File: config.mk
export PLATFORM = sky130hd
export DESIGN_NAME = ftwm_ctrl
export DESIGN_NICKNAME = d
export VERILOG_FILES = /design/src/rtl/ftwm_pkg.sv /design/src/rtl/ftwm_ctrl.sv
export SDC_FILE = /design/constraint.sdc
export NUM_CORES = 1
export LEC_CHECK = 0
export BUFFER_PORTS_ARGS = -buffer_cell sky130_fd_sc_hd__clkbuf_2
export CORE_AREA = 10 10 47 49
export CTS_BUF_LIST = sky130_fd_sc_hd__clkbuf_4
export DETAILED_ROUTE_END_ITERATION = 6
export DIE_AREA = 0 0 57 59
export PLACE_DENSITY = 0.42
export SETUP_SLACK_MARGIN = 0.1
export SLEW_MARGIN = 20
export SYNTH_ARGS = -nofsm -noshare
export SYNTH_HDL_FRONTEND = slang
export SYNTH_SLANG_ARGS = --single-unit
export TNS_END_PERCENT = 1
File: constraint.sdc
create_clock -name clock -period 1.7 [get_ports clock]
set_input_delay 0.17 -clock clock [delete_from_list [all_inputs] [get_ports clock]]
set_output_delay 0.17 -clock clock [all_outputs]
set_load 0.02 [all_outputs]
File: src/rtl/ftwm_pkg.sv
package ftwm_pkg;

   localparam int FLOW_ENTRIES = 64;
   localparam int IDX_W = $clog2(FLOW_ENTRIES);
   localparam int CNT_W = $clog2(FLOW_ENTRIES + 1);

   localparam int ADDR_W = 32;
   localparam int PORT_W = 16;
   localparam int PROTO_W = 8;
   localparam int LEN_W = 16;
   localparam int TS_W = 64;
   localparam int KEY_W = 2 * ADDR_W;
   localparam int PP_W = 2 * PORT_W + PROTO_W;
   localparam int PKT_W = 32;
   localparam int BYTE_W = 64;
   localparam int SERIAL_W = 56;
   localparam int WIN_W = 31;

   // window divider: reciprocal estimate from the top timestamp bits, then fix-up
   localparam int TS_HI_W = 32;
   localparam int EST_W = TS_HI_W + WIN_W;
   localparam int ODD_W = 24;
   localparam int BACK_W = WIN_W + ODD_W;
   localparam int WINDOW_SHIFT = 10;
   localparam int REM_W = 35;
   localparam int DIV_STEPS = 4;
   localparam int DSTEP_W = 2;
   // floor(2^64 / 10^10)
   localparam logic [WIN_W-1:0] WINDOW_RECIP = WIN_W'(64'd1844674407);
   // 10^10 = 9765625 << 10
   localparam logic [ODD_W-1:0] WINDOW_ODD = ODD_W'(64'd9765625);
   localparam logic [REM_W-1:0] WINDOW_NS = REM_W'(64'd10000000000);
   localparam logic [REM_W-1:0] WINDOW_NS_X2 = REM_W'(64'd20000000000);

   typedef struct packed {
      logic [KEY_W-1:0]    key;
      logic [PP_W-1:0]     ports_proto;
      logic [PKT_W-1:0]    packet_count;
      logic [BYTE_W-1:0]   byte_count;
      logic [SERIAL_W-1:0] flow_serial;
      logic [WIN_W-1:0]    window_index;
   } entry_type;

   typedef struct packed {
      logic load;
      logic idx_inc;
      logic rd;
      logic wr_hit;
      logic wr_new;
   } cmd_type;

   typedef struct packed {
      logic match;
      logic scan_end;
      logic div_done;
      logic out_free;
   } status_type;

endpackage

File: src/rtl/ftwm_ctrl.sv
module ftwm_ctrl (
   input  logic                  clock,
   input  logic                  reset,
   input  logic                  req_valid,
   output logic                  req_stall,
   input  ftwm_pkg::status_type  status,
   output ftwm_pkg::cmd_type     cmd
);

   localparam logic [2:0] ST_IDLE = 3'd0;
   localparam logic [2:0] ST_CHK  = 3'd1;
   localparam logic [2:0] ST_CMP  = 3'd2;
   localparam logic [2:0] ST_HIT  = 3'd3;
   localparam logic [2:0] ST_MISS = 3'd4;

   logic [2:0] state_ff, state_in;

   always_comb begin
      state_in = state_ff;
      cmd      = '0;
      unique case (state_ff)
         ST_IDLE: begin
            if (req_valid) begin
               cmd.load = 1'b1;
               state_in = ST_CHK;
            end
         end
         ST_CHK: begin
            if (status.scan_end) begin
               state_in = ST_MISS;
            end else begin
               cmd.rd   = 1'b1;
               state_in = ST_CMP;
            end
         end
         ST_CMP: begin
            if (status.match) begin
               state_in = ST_HIT;
            end else begin
               cmd.idx_inc = 1'b1;
               state_in    = ST_CHK;
            end
         end
         ST_HIT: begin
            if (status.div_done && status.out_free) begin
               cmd.wr_hit = 1'b1;
               state_in   = ST_IDLE;
            end
         end
         ST_MISS: begin
            if (status.out_free) begin
               cmd.wr_new = 1'b1;
               state_in   = ST_IDLE;
            end
         end
         default: state_in = ST_IDLE;
      endcase
   end

   always_ff @(posedge clock) begin
      if (reset) begin
         state_ff <= ST_IDLE;
      end else begin
         state_ff <= state_in;
      end
   end

   assign req_stall = state_ff != ST_IDLE;

   a_load_idle: assert property (@(posedge clock) disable iff (reset)
      cmd.load |=> state_ff == ST_CHK)
      else $error("item taken but no scan started");
   a_hit_after_cmp: assert property (@(posedge clock) disable iff (reset)
      (state_ff == ST_HIT) |-> ($past(state_ff) == ST_CMP || $past(state_ff) == ST_HIT))
      else $error("hit state entered without compare");
   a_stall_busy: assert property (@(posedge clock) disable iff (reset)
      (cmd.rd || cmd.wr_hit || cmd.wr_new) |-> req_stall)
      else $error("input open during lookup");

endmodule

Word-level counts from Yosys, hierarchy flattened:

Cells that the tools add are included.
Widths: inputs -> output; s select.

* bits of input ports: 7
* register bits after elaboration: 3
* word-level logic and storage cells: 28
* output and inout bits: 6

* multiplexer cells: 16
* reductions and logical operators: 4
* equal/unequal tests: 7

Operators by type and width (count)
* $pmux 3 s5: 1
* $mux 3: 4
* $mux 1: 10
* $eq 3x2->1 const B: 2
* $ne 2x2->1 const B: 3
* $eq 3x1->1 const B: 1
* $eq 3x3->1 const B: 1
* $logic_not 3->1: 1
* $reduce_and 3->1: 1
* $reduce_bool 3->1: 1
* $mux 2: 1
* $logic_and 1x1->1: 1

Logic depth before layout (Yosys ltp):

Gate-level depths: netlist of the first run.

* depth in word-level cells: 3
* gate-level depth with buffers: 3
* depth with buffers taken out: 2

Worst setup path before layout of the first run:

Ideal clock, no wire load.

* kind: reg-to-output
* from: register state_ff[0]
* to: output port cmd[4] (netlist name)
* path buffers: 1
* arrival time: 1.218 ns
* stages on the path, launching flop included: 4
* path slack: 0.312 ns
* required time: 1.530 ns
* cell sequence: dfxtp_1 -> buf_6 -> or3_1 -> nor2_1

RTL lines
* start: declaration: RTL line ftwm_ctrl.sv:16 `logic [2:0] state_ff, state_in;`
* start signal: assignment: RTL line ftwm_ctrl.sv:64 `state_ff <= state_in;`
* end: declaration: RTL line ftwm_ctrl.sv:7 `output ftwm_pkg::cmd_type cmd`

==> impl_metrics.tcl, run 1 <==
set metrics [dict create \
    fin_crit_sh 0.8590 \
    syn-num-nets 30 \
    cts_made_buffers 3 \
    clk_latency_ns 0.23 \
    final_common_cell "clkbuf_2" \
    rr_worst_depth 2 \
    die_x_um 57 \
    tritoncts "yes" \
    synth_area_leaders "dfxtp_1 29%, a211oi_2 6.1%, and4bb_2 6.1%" \
    post-route-min-period_ns 1.460 \
    cp.arrival_ns 1.29 \
    gp_congestion 0.6492 \
    crit_type "register to output pin" \
    cts_resized 0 \
    cts.sinks 3 \
    ys_types 19 \
    grt_usage 0.03758 \
    ff2ff_setup_slack_ns 0.65 \
    powerDensity_nw_per_um2 965.2 \
    final_hold_viol_count 0 \
    vias 220 \
    synthXorXnorAreaFrac 0 \
    setup_ws_ns 0.2396 \
    nets 46 \
    yosysMostFrequentCell "dfxtp_1" \
    worstPathMaxFanout 10 \
    ir_drop_mv 0.1942 \
    layout-drive-gt1-share 0.5263 \
    hold_ws_ns 0.1107 \
    cts-root-buf "clkbuf_4" \
    dieArea_sq_um 3363 \
    synthMuxAreaShare 0 \
    synth_edf_count 0 \
    viasPerCell 4.074 \
    drt-total-wl_um 592 \
    syn2layout_area_growth_pct 48.47 \
    fin_worst_skew_ns 0.001115 \
    drtIter0Drc 0 \
    r2r-start "state_ff[1]" \
    reg2reg_to "state_ff[1]" \
    coreArea_sq_um 1401 \
    rows 14 \
    ys_top_cells_by_count "3 x dfxtp_1, 2 x a21oi_1, 2 x nor2_1" \
    required_ns 1.53 \
    htree_levels 1 \
    cts_setup_buffers 0 \
    synth-simple-area-share 0.3620 \
    wl_per_cell_um 10.96 \
    synth_seq_cells 3 \
    cts_hold_buf 0 \
    clock_path_buffers 2 \
    final_cell_mix "12 x clkbuf_2, 4 x clkbuf_4, 3 x dfxtp_1, 2 x nor2_1, 2 x a21oi_1" \
    initial_utilization 0.1455 \
    regMostFlops "state_ff" \
    crit_path_end_kind "output pin" \
    grt_pass1_vias 226 \
    synth_flop_cell "dfxtp_1" \
    drc_errors 0 \
    relSlewSlack 0.8023 \
    hpwl_um 479.1 \
    fmax_mhz 684.8 \
    min_to "state_ff[2]" \
    synth_compound_area_frac 0.2699 \
    fin_tns_setup_ns 0 \
    drv_cap 0 \
    antenna_violating_nets_post_route 0 \
    place_area_sq_um 272.8 \
    async_flop_share 0 \
    min_from "reset" \
    whs_path_depth 2 \
    synth_fa_ha_area_frac 0 \
    avgSynthCellArea_sq_um 8.867 \
    firstDrtPassIters 1 \
    hold_class "input pin to register" \
    synthCells 23 \
    crit_path_start_kind "register" \
    synth.largest_area_cell "dfxtp_1" \
    diodes 0 \
    drv_slew 0 \
    ys_seq_area_frac 0.2945 \
    setup_viol 0 \
    ios 13 \
    grt_max_degree 11 \
    worstMarginPinSlew_ns 0.2961 \
    overflow 0 \
    grt_setup_unrepaired "no" \
    grt_pass1_wl_um 993 \
    synth_top_family_by_area "simple AND/OR/NAND/NOR gates" \
    p_leak_nw 0.1357 \
    synth_top_cell_area_share 0.2945 \
    cts.reportedPaths.clkPinSlew_ns 0.04 \
    portBuffers 12 \
    dieHeight_um 59 \
    synth_warnings 0 \
    syn-cell-area_sq_um 203.9 \
    status "complete, no violations" \
    grt_antenna_before_repair 0 \
    preCtsSetupSlack_ns 0.4678 \
    largest_reg_flops 3 \
    fin_area_sq_um 302.8 \
    reg_top3 "state_ff (3)" \
]
## worst max path at each step
stage | startpoint | endpoint | slack (ns) | cells past startpoint
4_1_cts | state_ff[0] | cmd[4] | 0.22 | 3
3_3_place_gp | state_ff[0] | cmd[4] | 0.48 | 3
6_report | state_ff[0] | cmd[4] | 0.24 | 3
3_5_place_dp | state_ff[0] | cmd[4] | 0.47 | 3
2_1_floorplan | state_ff[0] | cmd[4] | 0.31 | 3
5_1_grt | state_ff[0] | cmd[4] | 0.15 | 3
## report_power, final
group          internal, mW  total (mW)  switching (mW)
Clock                 0.104       0.140          0.0359
Combinational        0.0294      0.0632          0.0338
Sequential           0.0769      0.0894          0.0125
Total                 0.210       0.292          0.0821
## layer usage
layer | track usage | part of all wire | vias up
met2 | 0.02946 | 0.27 | 17
li1 | - | - | 114
met3 | 0.04721 | 0.22 | 0
met5 | 0 | 0 | -
met1 | 0.04745 | 0.51 | 89
met4 | 0.02013 | 0 | 0
## metrics by stage
stage | std cells | utilization | total power, mW
finish | 54 | 0.2161 | 0.2923
global route | 54 | 0.2161 | 0.3143
CTS | 54 | 0.2161 | 0.3014
detailed placement | 50 | 0.1946 | 0.1545
global placement | 50 | 0.1946 | 0.1553
floorplan | 23 | - | 0.1338
## cell type report
type                       count  area (sq um)
fill                         165          1099
sequential                     3         60.06
inverter                       1         3.754
tap                           16         20.02
timing repair buffer          12         60.06
multi-input combinational     18         128.9
clock buffer                   4         30.03
## worst max-delay path: stages, from the launching register on
cell	delay (ns)
dfxtp_1	0.38
or3_1	0.41
nor2_1	0.09
clkbuf_2	0.18
## kinds of logic (layout without fill, tap and decap cells)
logic type,count (synthesis),count (layout)
and+or+nand+nor,11,11
AOI/OAI and AO/OA,7,7
buffers and inverters,2,17
DFF,3,3
No activity file was read; power rests on OpenSTA's default activity.
==> run 2: changes to the inputs <==
- CORE_AREA: 10 10 47 49 -> 2 2 39 41
- CTS_CLUSTER_DIAMETER: default -> 200
- DIE_AREA: 0 0 57 59 -> 0 0 41 43
==> run 2 against run 1 <==
Final area unchanged. Register-to-register slack about the same. Fmax up 1.7%. First-iteration DRC count unchanged. Clock power about the same. Global-route usage up 3.3 points. Wire length down 15%. Hold slack better by 0.0011 ns. Via count up 3.6%. Combinational power down 0.9%. Clock-buffer cell count unchanged. Die area down 48%. Critical endpoint unchanged. Largest cell class unchanged. Largest power group unchanged. Highest routed layer unchanged.
==> impl_metrics.tcl, run 2 (synthesis results as in run 1) <==
set metrics [dict create \
    drt-total-wl_um 502 \
    status "complete, no violations" \
    fin_tns_setup_ns 0 \
    nFillCells 166 \
    required_ns 1.53 \
    gp_congestion 0.6443 \
    initial_utilization 0.1474 \
    cts_resized 0 \
    post-route-min-period_ns 1.436 \
    grt_antenna_before_repair 0 \
    min_from "reset" \
    firstDrtPassIters 1 \
    grt_max_degree 11 \
    fin_worst_skew_ns 0.0005461 \
    worstPathMaxFanout 10 \
    coreArea_sq_um 1384 \
    rows 14 \
    overflow 0 \
    hpwl_um 391.8 \
    clock_path_buffers 2 \
    antenna_violating_nets_post_route 0 \
    die_x_um 41 \
    cp.arrival_ns 1.27 \
    drv_cap 0 \
    crit_type "register to output pin" \
    clk_latency_ns 0.23 \
    wl_per_cell_um 9.296 \
    ir_drop_mv 0.1930 \
    reg2reg_to "state_ff[2]" \
    portBuffers 12 \
    fin_crit_sh 0.8448 \
    vias 228 \
    drtIter0Drc 0 \
    crit_path_end_kind "output pin" \
    hold_class "input pin to register" \
    crit_path_start_kind "register" \
    fmax_mhz 696.3 \
    layout-drive-gt1-share 0.5263 \
    final_common_cell "clkbuf_2" \
    nets 46 \
    dieHeight_um 43 \
    syn2layout_area_growth_pct 48.47 \
    tritoncts "yes" \
    grt_usage 0.07014 \
    ff2ff_setup_slack_ns 0.66 \
    grt_pass1_wl_um 786 \
    min_to "state_ff[2]" \
    reg_top3 "state_ff (3)" \
    cts_setup_buffers 0 \
    setup_viol 0 \
    cts-root-buf "clkbuf_4" \
    diodes 0 \
    total_power_mw 0.2919 \
    largest_reg_flops 3 \
    rr_worst_depth 2 \
    cts_hold_buf 0 \
    whs_path_depth 2 \
    relSlewSlack 0.8005 \
    viasPerCell 4.222 \
    final_cell_mix "12 x clkbuf_2, 4 x clkbuf_4, 3 x dfxtp_1, 2 x nor2_1, 2 x a21oi_1" \
    drc_errors 0 \
    worstMarginPinSlew_ns 0.2989 \
    regMostFlops "state_ff" \
    htree_levels 1 \
    cts_made_buffers 3 \
    final_hold_viol_count 0 \
    powerDensity_nw_per_um2 963.9 \
    cts.reportedPaths.clkPinSlew_ns 0.04 \
    drv_slew 0 \
    dieArea_sq_um 1763 \
    ios 13 \
    grt_pass1_vias 207 \
    grt_setup_unrepaired "no" \
    cts.sinks 3 \
    r2r-start "state_ff[2]" \
    p_leak_nw 0.1357 \
]
[run 2: area by class of cell]
| class | count | area, sq um | area share |
|---|---|---|---|
| sequential | 3 | 60.06 | 0.1983 |
| multi-input combinational | 18 | 128.9 | 0.4256 |
| tap | 16 | 20.02 | 0.06612 |
| timing repair buffer | 12 | 60.06 | 0.1983 |
| inverter | 1 | 3.754 | 0.01240 |
| clock buffer | 4 | 30.03 | 0.09917 |
[run 2: how the worst max path moves through the flow]
stage / cells after the start / end / startpoint / slack, ns
floorplan: 3 / cmd[4] / state_ff[0] / 0.31
finish: 3 / cmd[4] / state_ff[0] / 0.26
detailed placement: 3 / cmd[4] / state_ff[0] / 0.50
global route: 3 / cmd[4] / state_ff[0] / 0.15
CTS: 3 / cmd[4] / state_ff[0] / 0.25
global placement: 3 / cmd[4] / state_ff[0] / 0.50
[run 2: where the power goes]
group	switching, mW	internal, mW
logic	0.0331	0.0294
clock network	0.0363	0.104
registers	0.0123	0.0769
[run 2: routing by layer]
| metal | vias up | wire, um | GRT usage |
|---|---|---|---|
| li1 | 117 | - | - |
| met3 | 0 | 17 | 0.03141 |
| met4 | 0 | 0 | 0.08000 |
| met1 | 105 | 215 | 0.07987 |
| met5 | - | 0 | 0 |
| met2 | 6 | 269 | 0.08438 |
[run 2: worst max-delay path: stages (launching register included)]
cell      delay, ns
dfxtp_1        0.37
or3_1          0.41
nor2_1         0.09
clkbuf_2       0.17
[run 2: per-stage QoR]
step | hold WS, ns | worst slack (ns) | std cells | area (sq um) | utilization
after floorplan | 0.2346 | 0.3125 | 23 | 203.9 | -
after global placement | 0.3521 | 0.5036 | 50 | 272.8 | 0.1971
after detailed placement | 0.3559 | 0.4994 | 50 | 272.8 | 0.1971
after CTS | 0.1033 | 0.2464 | 54 | 302.8 | 0.2188
after global routing | 0.1168 | 0.1467 | 54 | 302.8 | 0.2188
final | 0.1118 | 0.2639 | 54 | 302.8 | 0.2188
==> run 3: changes to the inputs <==
- clock period: 1.7 -> 1.4 ns (I/O delays scaled with it)
==> run 3 against run 2 <==
Clock power grew 24%. Global-route usage grew 1.0 points. Combinational power grew 73%. Sequential share of layout area shrank 0.54 points. Clock-buffer cell count is the same. Flip-flop and latch count is the same. Sequential power grew 20%. Critical path type unchanged. Largest cell class unchanged. Largest power group unchanged.
==> impl_metrics.tcl, run 3 (synthesis results as in run 1) <==
set metrics [dict create \
    fin_crit_sh 0.9582 \
    hpwl_um 387.8 \
    p_seq_frac 0.277 \
    whs_path_depth 2 \
    reg_top3 "state_ff (3)" \
    grt_setup_unrepaired "yes" \
    worstPathMaxFanout 7 \
    cts_made_buffers 3 \
    dieArea_sq_um 1763 \
    required_ns 1.26 \
    drv_slew 0 \
    rows 14 \
    nets 48 \
    status "complete, no violations" \
    netSwitchingFraction 0.2862 \
    grt_max_degree 10 \
    wl_per_cell_um 10.68 \
    vias 236 \
    drtIter0Drc 4 \
    largest_reg_flops 3 \
    gp_congestion 0.6621 \
    fin_tns_setup_ns 0 \
    cts_hold_buf 0 \
    post-route-min-period_ns 1.342 \
    p_clk_frac 0.446 \
    final_common_cell "clkbuf_2" \
    crit_type "register to output pin" \
    fmax_mhz 745.4 \
    max_stage_delay_ns 0.40 \
    ir_drop_mv 0.2970 \
    cts.reportedPaths.clkPinSlew_ns 0.04 \
    die_x_um 41 \
    grt_antenna_before_repair 0 \
    overflow 0 \
    firstDrtPassIters 2 \
    crit_chain "or3_4 -> nor2_4 -> clkbuf_8" \
    dieHeight_um 43 \
    portBuffers 12 \
    worstMarginPinSlew_ns 0.2193 \
    crit_path_start_kind "register" \
    viasPerCell 4.214 \
    powerDensity_nw_per_um2 1089 \
    grt_pass1_vias 231 \
    layout-drive-gt1-share 0.7000 \
    final_cell_mix "8 x clkbuf_2, 4 x clkbuf_4, 3 x buf_4" \
    cpMaxStageDelayCell "or3_4" \
    clk_latency_ns 0.23 \
    cp.arrival_ns 1.20 \
    cts.sinks 3 \
    drc_errors 0 \
    crit_path_end_kind "output pin" \
    grt_usage 0.08024 \
    drv_cap 0 \
    hold_class "input pin to register" \
    fin_worst_skew_ns 0.004080 \
    antenna_violating_nets_post_route 0 \
    diodes 0 \
    total_power_mw 0.3883 \
    rr_worst_depth 3 \
    tritoncts "yes" \
    clock_path_buffers 2 \
    drt-total-wl_um 598 \
    ios 13 \
    grt_pass1_wl_um 876 \
    relSlewSlack 0.8534 \
    final_hold_viol_count 0 \
    internal-power_mw 0.2772 \
    switching_power_mw 0.1111 \
    regMostFlops "state_ff" \
    coreArea_sq_um 1384 \
    p_leak_nw 0.1543 \
    cts-root-buf "clkbuf_4" \
    syn2layout_area_growth_pct 74.85 \
    initial_utilization 0.1474 \
    htree_levels 1 \
    setup_viol 0 \
    combPwrFrac 0.278 \
]
-- run 3: cell count changes in the layout (fill, tap and decap cells not counted), moves of 2 or more --
cell | previous run | this run
buf_4 | 0 | 3
dfxtp_4 | 0 | 2
buf_2 | 0 | 2
dfxtp_1 | 3 | 0
clkbuf_2 | 12 | 8
-- run 3: worst paths after layout --
kind / startpoint / endpoint / slack [ns]
max: state_ff[2] / cmd[4] / 0.06
min: reset / state_ff[2] / 0.08
max reg2reg: state_ff[0] / state_ff[2] / 0.25
min reg2reg: state_ff[1] / state_ff[2] / 0.49
-- run 3: critical path, delay by kind of cell (launching register included) --
family / cells / cell delay, ns
buf+inv: 1 / 0.14
simple gates: 2 / 0.48
flops: 1 / 0.34
-- run 3: power by group through the flow --
stage	logic, mW	registers [mW]	clock network (mW)
final	0.108	0.107	0.173
after CTS	0.102	0.107	0.181
after global routing	0.118	0.109	0.188
after floorplan	0.0630	0.101	0
after global placement	0.0790	0.111	0
after detailed placement	0.0790	0.110	0
-- run 3: stage by stage --
stage,utilization,cells,worst slack (ns),cell area (sq um),hold slack [ns]
after floorplan,-,23,0.1182,206.4,0.2046
after global placement,0.1989,50,0.2110,275.3,0.3232
after detailed placement,0.1989,50,0.2039,275.3,0.3347
after CTS,0.2459,56,0.04535,340.3,0.07870
after global routing,0.2577,56,0.01248,356.6,0.09191
final,0.2577,56,0.05846,356.6,0.08432
-- run 3: final cells by class --
cell class / instances / area (sq um)
multi-input combinational: 18 / 147.6
fill: 159 / 1027
sequential: 3 / 68.82
inverter: 1 / 3.754
clock buffer: 4 / 30.03
timing repair buffer: 14 / 86.33
tap: 16 / 20.02
-- run 3: what timing repair did --
action,4_1_cts,5_1_grt
endpoints found under the setup margin,3,5
pin swaps,0,1
buffers inserted,2,0
resized for setup,7,7
gates cloned,0,0
-- run 3: routing by layer --
layer | vias to the layer above | routed length [um] | GRT usage
met1 | 109 | 238 | 0.06410
met4 | 0 | 0 | 0.08000
met2 | 5 | 344 | 0.1313
li1 | 122 | - | -
met3 | 0 | 15 | 0.03141
met5 | - | 0 | 0
